**src/hw/rtl/assert_macros.svh**
```systemverilog
// Assertion macros shared by the SPH pair kernel RTL.
// Expects clk and rst_n in the scope where a macro is used.
`ifndef ASSERT_MACROS_SVH
`define ASSERT_MACROS_SVH
`ifndef SYNTHESIS
// Checked only out of reset
`define SPHK_ASSERT(lbl, prop, msg) \
  lbl: assert property (@(posedge clk) disable iff (!rst_n) prop) else $error(msg);
// Checked on every edge, reset included
`define SPHK_ASSERT_NR(lbl, prop, msg) \
  lbl: assert property (@(posedge clk) prop) else $error(msg);
`else
`define SPHK_ASSERT(lbl, prop, msg)
`define SPHK_ASSERT_NR(lbl, prop, msg)
`endif
`endif

```
**src/hw/rtl/sphk_pkg.sv**
```systemverilog
// Package for the SPH pair kernel: pipeline depths, register codes,
// reset values and the structs passed between modules. No dependencies.
`timescale 1ns / 1ps
`default_nettype none
package sphk_pkg;

  // pipeline depths of the iterative units
  localparam int SQRT_STAGES = 32;
  localparam int DIV_STAGES  = 32;
  localparam int DIV_RW      = 51;   // divisor / remainder width
  localparam int DIV_QW      = 32;   // quotient bits

  // register indexes (paddr[3:2])
  localparam logic [1:0] REG_DIMS = 2'd0;
  localparam logic [1:0] REG_H    = 2'd1;
  localparam logic [1:0] REG_N3   = 2'd2;
  localparam logic [1:0] REG_N2   = 2'd3;

  localparam logic [30:0] H_RESET    = 31'd65536;
  localparam logic [31:0] N3_RESET   = 32'd1335088;
  localparam logic [31:0] N2_RESET   = 32'd1907584;
  localparam logic [63:0] HSQ4_RESET = 64'h0000_0004_0000_0000;

  // configuration as seen by the datapath
  typedef struct packed {
    logic        planar;
    logic [30:0] h_eff;
    logic [31:0] norm;
    logic [63:0] hsq4;
  } cfg_t;

  // sideband carried alongside the square root
  typedef struct packed {
    logic        valid;
    logic        support;
    logic [32:0] ax;
    logic [32:0] ay;
    logic [32:0] az;
    logic        sx;
    logic        sy;
    logic        sz;
  } sq_side_t;

  // sideband carried alongside the first divider bank
  typedef struct packed {
    logic valid;
    logic support;
    logic sx;
    logic sy;
    logic sz;
  } dv_side_t;

  // sideband carried alongside the final divider bank
  typedef struct packed {
    logic        valid;
    logic        support;
    logic [31:0] kern;
    logic        negx;
    logic        negy;
    logic        negz;
    logic        ovx;
    logic        ovy;
    logic        ovz;
  } fn_side_t;

endpackage
`default_nettype wire

```
**src/hw/rtl/sphk_isqrt.sv**
```systemverilog
// Pipelined integer square root, one result bit per stage.
// Depends on sphk_pkg for the stage count.
`timescale 1ns / 1ps
`default_nettype none
module sphk_isqrt import sphk_pkg::*; (
  input  wire logic        clk,
  input  wire logic        en,
  input  wire logic [63:0] in_val,
  output logic      [31:0] out_root
);

  logic [33:0] rem_r  [SQRT_STAGES];
  logic [31:0] root_r [SQRT_STAGES];
  logic [63:0] v_r    [SQRT_STAGES];

  logic [33:0] cur_rem  [SQRT_STAGES];
  logic [31:0] cur_root [SQRT_STAGES];
  logic [63:0] cur_v    [SQRT_STAGES];
  logic [33:0] nrem     [SQRT_STAGES];
  logic [31:0] nroot    [SQRT_STAGES];
  logic [63:0] nv       [SQRT_STAGES];
  logic [35:0] acc      [SQRT_STAGES];
  logic [35:0] trial    [SQRT_STAGES];

  // stage inputs
  always_comb begin
    cur_rem[0]  = 34'd0;
    cur_root[0] = 32'd0;
    cur_v[0]    = in_val;
    for (int k = 1; k < SQRT_STAGES; k++) begin
      cur_rem[k]  = rem_r[k-1];
      cur_root[k] = root_r[k-1];
      cur_v[k]    = v_r[k-1];
    end
  end

  // one digit step: bring down two bits, try root*4+1
  always_comb begin
    for (int k = 0; k < SQRT_STAGES; k++) begin
      acc[k]   = {cur_rem[k], cur_v[k][63:62]};
      trial[k] = {2'b00, cur_root[k], 2'b01};
      nv[k]    = {cur_v[k][61:0], 2'b00};
      if (acc[k] >= trial[k]) begin
        nrem[k]  = 34'(acc[k] - trial[k]);
        nroot[k] = {cur_root[k][30:0], 1'b1};
      end else begin
        nrem[k]  = acc[k][33:0];
        nroot[k] = {cur_root[k][30:0], 1'b0};
      end
    end
  end

  always_ff @(posedge clk) begin
    if (en) begin
      for (int k = 0; k < SQRT_STAGES; k++) begin
        rem_r[k]  <= nrem[k];
        root_r[k] <= nroot[k];
        v_r[k]    <= nv[k];
      end
    end
  end

  assign out_root = root_r[SQRT_STAGES-1];

endmodule
`default_nettype wire

```
**config.mk**
```make
export PLATFORM = sky130hd
export DESIGN_NAME = sphk_isqrt
export DESIGN_NICKNAME = d
export VERILOG_FILES = /design/src/hw/rtl/assert_macros.svh /design/src/hw/rtl/sphk_pkg.sv /design/src/hw/rtl/sphk_isqrt.sv
export SDC_FILE = /design/constraint.sdc
export NUM_CORES = 2
export LEC_CHECK = 0
export BUFFER_PORTS_ARGS = -buffer_cell sky130_fd_sc_hd__buf_4
export CAP_MARGIN = 10
export CORE_MARGIN = 3
export CORE_UTILIZATION = 60
export CTS_BUF_LIST = sky130_fd_sc_hd__clkbuf_2
export CTS_CLUSTER_SIZE = 28
export DETAILED_ROUTE_END_ITERATION = 8
export PLACE_DENSITY = 0.76
export SYNTH_ARGS = -nofsm -noshare
export SYNTH_HDL_FRONTEND = slang
export SYNTH_MEMORY_MAX_BITS = 65536
export SYNTH_SLANG_ARGS = --single-unit
```
**constraint.sdc**
```tcl
create_clock -name clk -period 3.85 [get_ports clk]
set_input_delay 0.385 -clock clk [delete_from_list [all_inputs] [get_ports clk]]
set_output_delay 0.385 -clock clk [all_outputs]
set_load 0.01 [all_outputs]
```
==> flow_summary_export.csv <==
group,metric,value,unit
sta,drv_slew,0,
synth,yosys-top-cells-area,"edfxtp_1 65%, ha_1 6.0%, xnor2_1 3.3%",
drt,dr_total_vias,73250,
synth,yosysMostFrequentCell,"edfxtp_1",
drt,detail_route.wl_per_cell,19.4,um
sta,setup_viol,0,
run,maxCapViolCount,0,
sta,max_freq,269,MHz
die,dieArea,0.200,mm2
grt,grt_start_max_net_pins,131,
synth,yosysSeqAreaShare,64.7,%
clocking,post_cts_buffers,0,
sta,worst_pin_slew,1.25,ns
sta,hold_viol_final,0,
drt,routed_wl,250000,um
drt,firstDrtPassIters,8,
die,fp.dieH,448,um
synth,synth_fp_nets,9611,
drt,viasPerCell,5.68,
run_status,status,"complete, no violations",
synth,synth_edf_count,2523,
drt,ant_nets,0,
clocking,cts.htree.levels,6,
setup_path,arrival,5.21,ns
setup_path,crit_fanout,18,
clocking,cts_buffers,626,
synth,synthCells,8983,
sta,slew_headroom,16.7,%
place,io_buffers,97,
place,dp_slack,0.112,ns
setup_path,critical_path_class,"reg -> reg",
clocking,root_buffer,"clkbuf_2",
grt,grt_antenna_before_repair,3,
setup_path,end_kind,"flop",
clocking,cts_buffer_depth,4,
sta,setup_slack,0.135,ns
place,dpl.hpwl,175000,um
sta,fin_crit,3.71,ns
die,ios,98,
setup_path,r2r_cells,10,
sta,tns,0,ns
drt,drt_iter0_drc,5463,
grt,grtUsageTotal,25.0,%
hold_path,hold_path_class,"in -> reg",
clocking,path_clk_slew,0.15,ns
sta,min_period_over_period,96.5,%
sta,clock_skew,0.140,ns
hold_path,min_path_cells,4,
die,initial_core_util,60.6,%
synth,ys_warn_count,0,
synth,synthArstFlopShare,0,%
place,gp_congestion,0.917,
synth,avgSynthCellArea,13.0,um2
die,rows,161,
power_and_ir_drop,peakVddDrop,0.372,mV
synth,ys_types,82,
setup_path,cp_data_required_time,5.35,ns
grt,grt_pass1_wl,395000,um
drt,drc_errors,0,
synth,synthFlopType,"edfxtp_1",
power_and_ir_drop,leakagePower,51.4,nW
clocking,cts.sinks,2523,
die,fp.dieW,448,um
final_layout,nFillCells,13976,
sta,whs,0.294,ns
setup_path,start_kind,"flop",
sta,rsz0062_at_grt,"no",
final_layout,syn_to_final_growth,11.2,%
synth,netlist_area,0.117,mm2
synth,synth_area_leader_cell,"edfxtp_1",
final_layout,layout-drive-gt1-share,13.9,%
power_and_ir_drop,powerDensity,546,mW/mm2
grt,grt_overflow_total,0,
clocking,cts_tree,"done",
synth,ys_top_cells_by_count,"2523 x edfxtp_1, 698 x inv_1, 594 x a21oi_1, 577 x nand2_1, 562 x ha_1",
synth,synth_top_area_share,64.7,%
synth,ys_seq_elements,2523,
grt,grt_pass1_vias,73671,
die,fp.coreArea,0.193,mm2
clocking,insertion_delay,1.87,ns
final_layout,fin_nets,10587,
[cell usage in the layout (no fill, tap or decap), types with 20 or more instances in the layout]
master         count
clkbuf_2         873
o21bai_1          40
o21a_1            97
nor3_1           217
xor2_1           401
and2_1            30
a21oi_1          591
dlygate4sd3_1    197
or3_1             94
clkinv_2          23
o31ai_1           58
nor2b_1           92
nand2_1          576
mux2_2            92
inv_1            698
buf_4            277
a21boi_0          20
or2_2             44
ha_1             562
nor4_1           111
buf_12            36
nand2b_1         113
clkinv_1         110
nand3b_1          30
a31oi_1           43
or4_1             54
a21o_1           256
and3_1            51
nand4_1           92
edfxtp_1        2523
o21ai_0          435
xnor2_1          443
a211oi_1          52
o211ai_1          30
nor2_1           539
nand3_1          137
[metrics by stage]
stage | total power, W | instances | instance area, um2 | utilization (%)
6_report | 0.0711 | 12905 | 130000 | 67.4
5_1_grt | 0.0753 | 12904 | 130000 | 67.4
4_1_cts | 0.0715 | 12897 | 130000 | 67.3
3_5_place_dp | 0.0536 | 11659 | 123000 | 63.4
3_3_place_gp | 0.0532 | 11659 | 123000 | 63.4
2_1_floorplan | 0.0482 | 8983 | 117000 | -
[per-layer routing]
metal	share of wire, %	GRT usage [%]	vias up
li1	-	-	35595
met2	50	42.4	2081
met1	42	32.3	35035
met4	3.2	9.68	0
met3	4.9	4.31	539
met5	0	0	-
[path summary, 6_finish.rpt]
| kind | end | slack [ns] | start |
|---|---|---|---|
| setup reg to reg | rem_r[1][345] | 0.14 | rem_r[1][328] |
| hold reg to reg | v_r[1][679] | 0.36 | v_r[1][615] |
| setup / recovery | rem_r[1][345] | 0.14 | rem_r[1][328] |
| hold / removal | v_r[0][11] | 0.29 | in_val[11] |
[sequential cells by signal (all words and copies together), names as in the netlist]
register and count:
rem_r 1003, root_r 528, v_r 992
[where the power goes]
| group | switching, W | leakage, nW | internal [W] | total, W |
|---|---|---|---|---|
| registers | 0.00238 | 24.3 | 0.0347 | 0.0371 |
| clock network | 0.0105 | 4.18 | 0.00721 | 0.0177 |
| logic | 0.00927 | 23.0 | 0.00708 | 0.0164 |
| total | 0.0221 | 51.4 | 0.0490 | 0.0711 |
[layout make-up]
| class | instances | area [um2] | share of cell area (%) |
|---|---|---|---|
| Sequential cell | 2523 | 75800 | 58.2 |
| Multi-Input combinational cell | 5596 | 38300 | 29.4 |
| Timing Repair Buffer | 513 | 4840 | 3.72 |
| Clock buffer | 873 | 4370 | 3.36 |
| Tap cell | 2526 | 3160 | 2.43 |
| Inverter | 699 | 2620 | 2.02 |
| Clock inverter | 167 | 1150 | 0.884 |
| Antenna cell | 8 | 20.0 | 0.0154 |
[worst max-delay path, stage by stage (launching register included)]
cell and delay (ns):
edfxtp_1 0.43, ha_1 0.43, and4_1 0.37, nand3_1 0.17
nor4_1 0.62, a211oi_1 0.21, nor2b_2 0.20, buf_4 0.18
buf_12 0.14, buf_12 0.14, o21ai_0 0.53
[logic make-up after synthesis]
kind of cell / after synthesis / share of synthesized area [%]
flops: 2523 / 64.7
simple gates: 2272 / 9.61
compound gates: 1812 / 9.58
buf+inv: 864 / 2.79
xor+xnor: 844 / 6.31
fa+ha+maj: 562 / 6.01
mux: 105 / 0.996
other cells: 1 / 0.00320
[what timing repair did]
action | CTS | global route
resized for setup | 0 | 33
setup endpoints to repair | 0 | 108
hold buffers | 198 | 0
hold endpoints to repair | 2588 | 0
No activity file was read; power rests on OpenSTA's default activity.
