$ cat config.mk
export PLATFORM = sky130hd
export DESIGN_NAME = sphk_cfg
export DESIGN_NICKNAME = d
export VERILOG_FILES = /design/src/hw/rtl/assert_macros.svh /design/src/hw/rtl/sphk_pkg.sv /design/src/hw/rtl/sphk_cfg.sv
export SDC_FILE = /design/constraint.sdc
export NUM_CORES = 2
export LEC_CHECK = 0
export ABC_AREA = 1
export BUFFER_PORTS_ARGS = -buffer_cell sky130_fd_sc_hd__buf_2
export CORE_ASPECT_RATIO = 0.75
export CORE_MARGIN = 2
export CORE_UTILIZATION = 23
export CTS_CLUSTER_DIAMETER = 30
export DETAILED_ROUTE_END_ITERATION = 7
export HOLD_SLACK_MARGIN = 0.05
export PLACE_DENSITY = 0.45
export SYNTH_ARGS = -nofsm -noshare
export SYNTH_HDL_FRONTEND = slang
export SYNTH_SLANG_ARGS = --single-unit
export TNS_END_PERCENT = 1
$ cat constraint.sdc
create_clock -name clk -period 8.24 [get_ports clk]
set_input_delay 1.236 -clock clk [delete_from_list [all_inputs] [get_ports clk]]
set_output_delay 1.236 -clock clk [all_outputs]
set_load 0.1 [all_outputs]
$ cat src/hw/rtl/assert_macros.svh
// Assertion macros shared by the SPH pair kernel RTL.
// Expects clk and rst_n in the scope where a macro is used.
`ifndef ASSERT_MACROS_SVH
`define ASSERT_MACROS_SVH
`ifndef SYNTHESIS
// Checked only out of reset
`define SPHK_ASSERT(lbl, prop, msg) \
  lbl: assert property (@(posedge clk) disable iff (!rst_n) prop) else $error(msg);
// Checked on every edge, reset included
`define SPHK_ASSERT_NR(lbl, prop, msg) \
  lbl: assert property (@(posedge clk) prop) else $error(msg);
`else
`define SPHK_ASSERT(lbl, prop, msg)
`define SPHK_ASSERT_NR(lbl, prop, msg)
`endif
`endif

$ cat src/hw/rtl/sphk_pkg.sv
// Package for the SPH pair kernel: pipeline depths, register codes,
// reset values and the structs passed between modules. No dependencies.
`timescale 1ns / 1ps
`default_nettype none
package sphk_pkg;

  // pipeline depths of the iterative units
  localparam int SQRT_STAGES = 32;
  localparam int DIV_STAGES  = 32;
  localparam int DIV_RW      = 51;   // divisor / remainder width
  localparam int DIV_QW      = 32;   // quotient bits

  // register indexes (paddr[3:2])
  localparam logic [1:0] REG_DIMS = 2'd0;
  localparam logic [1:0] REG_H    = 2'd1;
  localparam logic [1:0] REG_N3   = 2'd2;
  localparam logic [1:0] REG_N2   = 2'd3;

  localparam logic [30:0] H_RESET    = 31'd65536;
  localparam logic [31:0] N3_RESET   = 32'd1335088;
  localparam logic [31:0] N2_RESET   = 32'd1907584;
  localparam logic [63:0] HSQ4_RESET = 64'h0000_0004_0000_0000;

  // configuration as seen by the datapath
  typedef struct packed {
    logic        planar;
    logic [30:0] h_eff;
    logic [31:0] norm;
    logic [63:0] hsq4;
  } cfg_t;

  // sideband carried alongside the square root
  typedef struct packed {
    logic        valid;
    logic        support;
    logic [32:0] ax;
    logic [32:0] ay;
    logic [32:0] az;
    logic        sx;
    logic        sy;
    logic        sz;
  } sq_side_t;

  // sideband carried alongside the first divider bank
  typedef struct packed {
    logic valid;
    logic support;
    logic sx;
    logic sy;
    logic sz;
  } dv_side_t;

  // sideband carried alongside the final divider bank
  typedef struct packed {
    logic        valid;
    logic        support;
    logic [31:0] kern;
    logic        negx;
    logic        negy;
    logic        negz;
    logic        ovx;
    logic        ovy;
    logic        ovz;
  } fn_side_t;

endpackage
`default_nettype wire

$ cat src/hw/rtl/sphk_cfg.sv
// Configuration registers behind an APB-style port.
// Depends on sphk_pkg; drives the cfg_t struct used by the datapath.
`timescale 1ns / 1ps
`default_nettype none
module sphk_cfg import sphk_pkg::*; (
  input  wire logic        clk,
  input  wire logic        rst_n,
  input  wire logic        psel,
  input  wire logic        penable,
  input  wire logic        pwrite,
  input  wire logic [3:0]  paddr,
  input  wire logic [31:0] pwdata,
  output logic      [31:0] prdata,
  output logic             pready,
  output cfg_t             cfg
);

  logic        dims_r;
  logic [30:0] h_r;
  logic [31:0] n3_r;
  logic [31:0] n2_r;
  logic [63:0] hsq4_r;
  logic [63:0] hsq4_nxt;
  logic [30:0] h_eff;
  logic [61:0] hsq;
  logic        wr;

  assign pready = 1'b1;
  assign wr     = psel & penable & pwrite;

  // register writes
  always_ff @(posedge clk) begin
    if (!rst_n) begin
      dims_r <= 1'b0;
      h_r    <= H_RESET;
      n3_r   <= N3_RESET;
      n2_r   <= N2_RESET;
    end else if (wr) begin
      case (paddr[3:2])
        REG_DIMS: dims_r <= pwdata[0];
        REG_H:    h_r    <= pwdata[30:0];
        REG_N3:   n3_r   <= pwdata;
        REG_N2:   n2_r   <= pwdata;
        default:  ;
      endcase
    end
  end

  // zero length acts as one raw unit; 4*h^2 kept registered
  assign h_eff    = (h_r == 31'd0) ? 31'd1 : h_r;
  assign hsq      = h_eff * h_eff;
  assign hsq4_nxt = {hsq, 2'b00};

  always_ff @(posedge clk) begin
    if (!rst_n) begin
      hsq4_r <= HSQ4_RESET;
    end else begin
      hsq4_r <= hsq4_nxt;
    end
  end

  // read back
  always_comb begin
    case (paddr[3:2])
      REG_DIMS: prdata = {31'd0, dims_r};
      REG_H:    prdata = {1'b0, h_r};
      REG_N3:   prdata = n3_r;
      REG_N2:   prdata = n2_r;
      default:  prdata = 32'd0;
    endcase
  end

  assign cfg.planar = dims_r;
  assign cfg.h_eff  = h_eff;
  assign cfg.norm   = dims_r ? n2_r : n3_r;
  assign cfg.hsq4   = hsq4_r;

endmodule
`default_nettype wire

==> results by group <==
Outcome
  – Status: finished, final reports clean

Critical path
  – Startpoint Class: register
  – Worst EP required: 8670 ps
  – Arrival time worst endpoint: 8220 ps
  – Flop-to-flop setup slack: 450 ps
  – Crit-path max cell delay: 1140 ps
  – Worst R2R End: hsq4_r[61]$_SDFF_PN0_
  – Worst r2r path cells: 25
  – CP Capture Type: register
  – CP most frequent cell: fa_1
  – Worst r2r src: h_r[4]$_SDFFE_PN0P_
  – Crit Path Class: reg2reg
  – Crit Path Max Fanout: 14
  – Slowest-stage cell, CP: dfxtp_1

Clocking
  – H-tree depth: 4
  – CTS tree: done
  – Clk_lat worst skew: 520 ps
  – Resize count post-CTS: 0
  – CTS buffer count: 17
  – CTS clk-pin slew, worst paths: 80 ps
  – Post-CTS setup buffers: 0
  – Cts hold-fix bufs: 0
  – Sink Count: 157
  – Root Buffer Master: clkbuf_16
  – CTS max path bufs: 2

Placement
  – Detailed Place HPWL: 101,000 um
  – Post-DP Area: 38,600 um2
  – PortBufs: 195
  – Pre-CTS WS: 445 ps
  – Final GP Congestion: 0.920

Routing
  – Wirelength per Cell: 17.8 um
  – DRT antenna net count: 0
  – Drt drc: 0
  – Iter 0 DRT Violations: 1,682
  – Via count: 27,405
  – First-pass detailed-route iteration total: 5
  – Wirelength, routed: 119,000 um
  – Vias per cell: 4.09

GRT
  – GR Util met2: 25.3%
  – Initial antenna violation count: 6
  – Largest net degree at the start of global routing: 78
  – Gr usage total: 15.6%
  – Global-route wire length before repair: 182,000 um
  – Vias in the first global route: 28,251
  – Remaining Overflow, GRT: 0
  – Gr busiest metal: met2
  – M3 GR Usage: 1.92%
  – Met1 GRT Util: 22.4%

Power and ir drop
  – Net switching power figure: 865 uW
  – Clock share of power: 39.6%
  – Sequential power share: 35.9%
  – LEAKAGE: 0.0237 uW
  – P per Cell Area: 57.8 nW/um2
  – Pint: 1400 uW
  – Switching Fraction: 38.2%
  – Peak supply drop: 0.0959 mV
  – Gate power share: 24.5%

Floorplanning
  – Initial core utilization: 23.1%
  – Die Ht: 343 um
  – Std-Cell Rows: 124
  – Die width: 456 um
  – # IOs: 202
  – Die footprint: 156,000 um2
  – Core area: 152,000 um2

Synthesis
  – Post-synthesis sequential area ratio: 8.93%
  – Mapped Cells: 4,574
  – Yosys reg bits: 157
  – Synth cell types: 42
  – Mapped cell area: 35,200 um2
  – Synth warn: 0
  – Syn avg cell area: 7.70 um2

STA
  – TNS Setup: 0 ps
  – RSZ-0062 raised after global routing: no
  – Final worst slack: 453 ps
  – Slew @ Worst Pin: 1410 ps
  – Relative slew margins: 6.16%
  – Final period util: 94.5%
  – Worst clock skew: 23.8 ps
  – F_max: 128 MHz
  – Fin. Hold Viols: 0
  – Final Max Slew Viols: 0
  – Hold slack final: 476 ps
  – Tmin final: 7790 ps
  – Final setup fails: 0

Finish
  – Commonest non-fill, non-tap cells in the layout: inv_1 (1,397), nand2_1 (1,111), fa_1 (749)
  – P&R area growth vs syn: 11.4%
  – Filler cell count in the final layout: 16,730
  – Commonest non-fill, non-tap cell in the layout: inv_1
  – Final instance area: 39,200 um2
  – N_diodes: 0
  – Layout cells sized above 1: 7.88%
  – Layout Nets: 5,718

Worst hold path
  – Hold Crit Depth: 2
  – Hold EP: n3_r[15]$_SDFFE_PN0P_
  – Min-delay src: n3_r[15]$_SDFFE_PN0P_
  – Class of the worst hold path: reg2reg

Job
  – Max-Cap Viols: 0
-- flip-flops by register name, indices dropped and copies added, names as in the netlist --
signal	flops
n2_r	32
hsq4_r	61
n3_r	32
dims_r	1
h_r	31
-- cells by family after synthesis --
kind of cell / after synthesis / share of synthesized area, %
adders and majority gates: 1007 / 51.8
and+or+nand+nor: 1469 / 16.6
muxes: 1 / 0.0320
buffers and inverters: 1611 / 17.3
other: 2 / 0.0213
xor gates and xnor gates: 21 / 0.522
DFF: 157 / 8.93
AOI/OAI and AO/OA: 306 / 4.80
-- area by class of cell --
type,count,area (um2),area share [%]
clock inverters,10,153,0.389
clock buffers,20,457,1.16
inverters,1405,5270,13.5
multi-input cells,2808,26000,66.3
well taps,2016,2520,6.43
flip-flops and latches,157,3150,8.04
repair buffers,281,1670,4.27
-- Yosys cell counts (all sizes together) --
library cell  number  area share (%)
inv             1405              15
nand2           1121              12
fa               749              43
ha               258             9.2
nor2             235             2.7
clkbuf           182             2.0
dfxtp            157             8.9
o21ai            138             2.0
a21oi            114             1.6
nand3             65             1.1
buf               24            0.40
o211ai            24            0.51
nor3              16            0.27
o221ai            16            0.40
xor2              14            0.35
nor4              13            0.23
xnor2              7            0.17
and3               6            0.11
nand4              5           0.089
o21bai             4           0.085
a21o               3           0.064
and2               3           0.053
nand3b             3           0.064
o21a               3           0.064
a31o               2           0.050
conb               2           0.021
or2                2           0.036
a31oi              1           0.018
mux2               1           0.032
o2111ai            1           0.025
-- metrics by stage --
stage	utilization (%)	std cells	power (uW)
after floorplan	-	4576	1200
final	25.8	6697	2270
after detailed placement	25.4	6667	1390
after CTS	25.8	6697	2320
after global routing	25.8	6697	2370
after global placement	25.4	6667	1390
-- power groups by stage --
stage,registers (uW),clock network (uW),logic (uW)
6_report,812,897,556
5_1_grt,814,959,600
4_1_cts,813,943,567
3_5_place_dp,831,0,563
3_3_place_gp,831,0,563
2_1_floorplan,867,0,336
-- metal layers --
metal	share of wire (%)	vias up
li1	-	13154
met1	48	13586
met2	46	590
met3	4.5	71
met4	1.5	4
met5	0.019	-
-- worst max-delay path by stage --
stage                                   start  slack [ps]                    end
after floorplan           h_r[9]$_SDFFE_PN0P_        1390  hsq4_r[59]$_SDFF_PN0_
after global placement    h_r[4]$_SDFFE_PN0P_         480  hsq4_r[47]$_SDFF_PN0_
after detailed placement  h_r[4]$_SDFFE_PN0P_         440  hsq4_r[61]$_SDFF_PN0_
after CTS                 h_r[4]$_SDFFE_PN0P_         430  hsq4_r[61]$_SDFF_PN0_
after global routing      h_r[8]$_SDFFE_PN0P_          90  hsq4_r[61]$_SDFF_PN0_
final                     h_r[4]$_SDFFE_PN0P_         450  hsq4_r[61]$_SDFF_PN0_
-- critical path: cells and delay by family, from the launching register on --
kind	cells	cell delay [ps]
fa+ha+maj	9	4120
simple gates	11	1610
flops	1	1140
buf+inv	3	420
xor+xnor	1	220
compound gates	1	170
(Power assumes the default switching activity.)
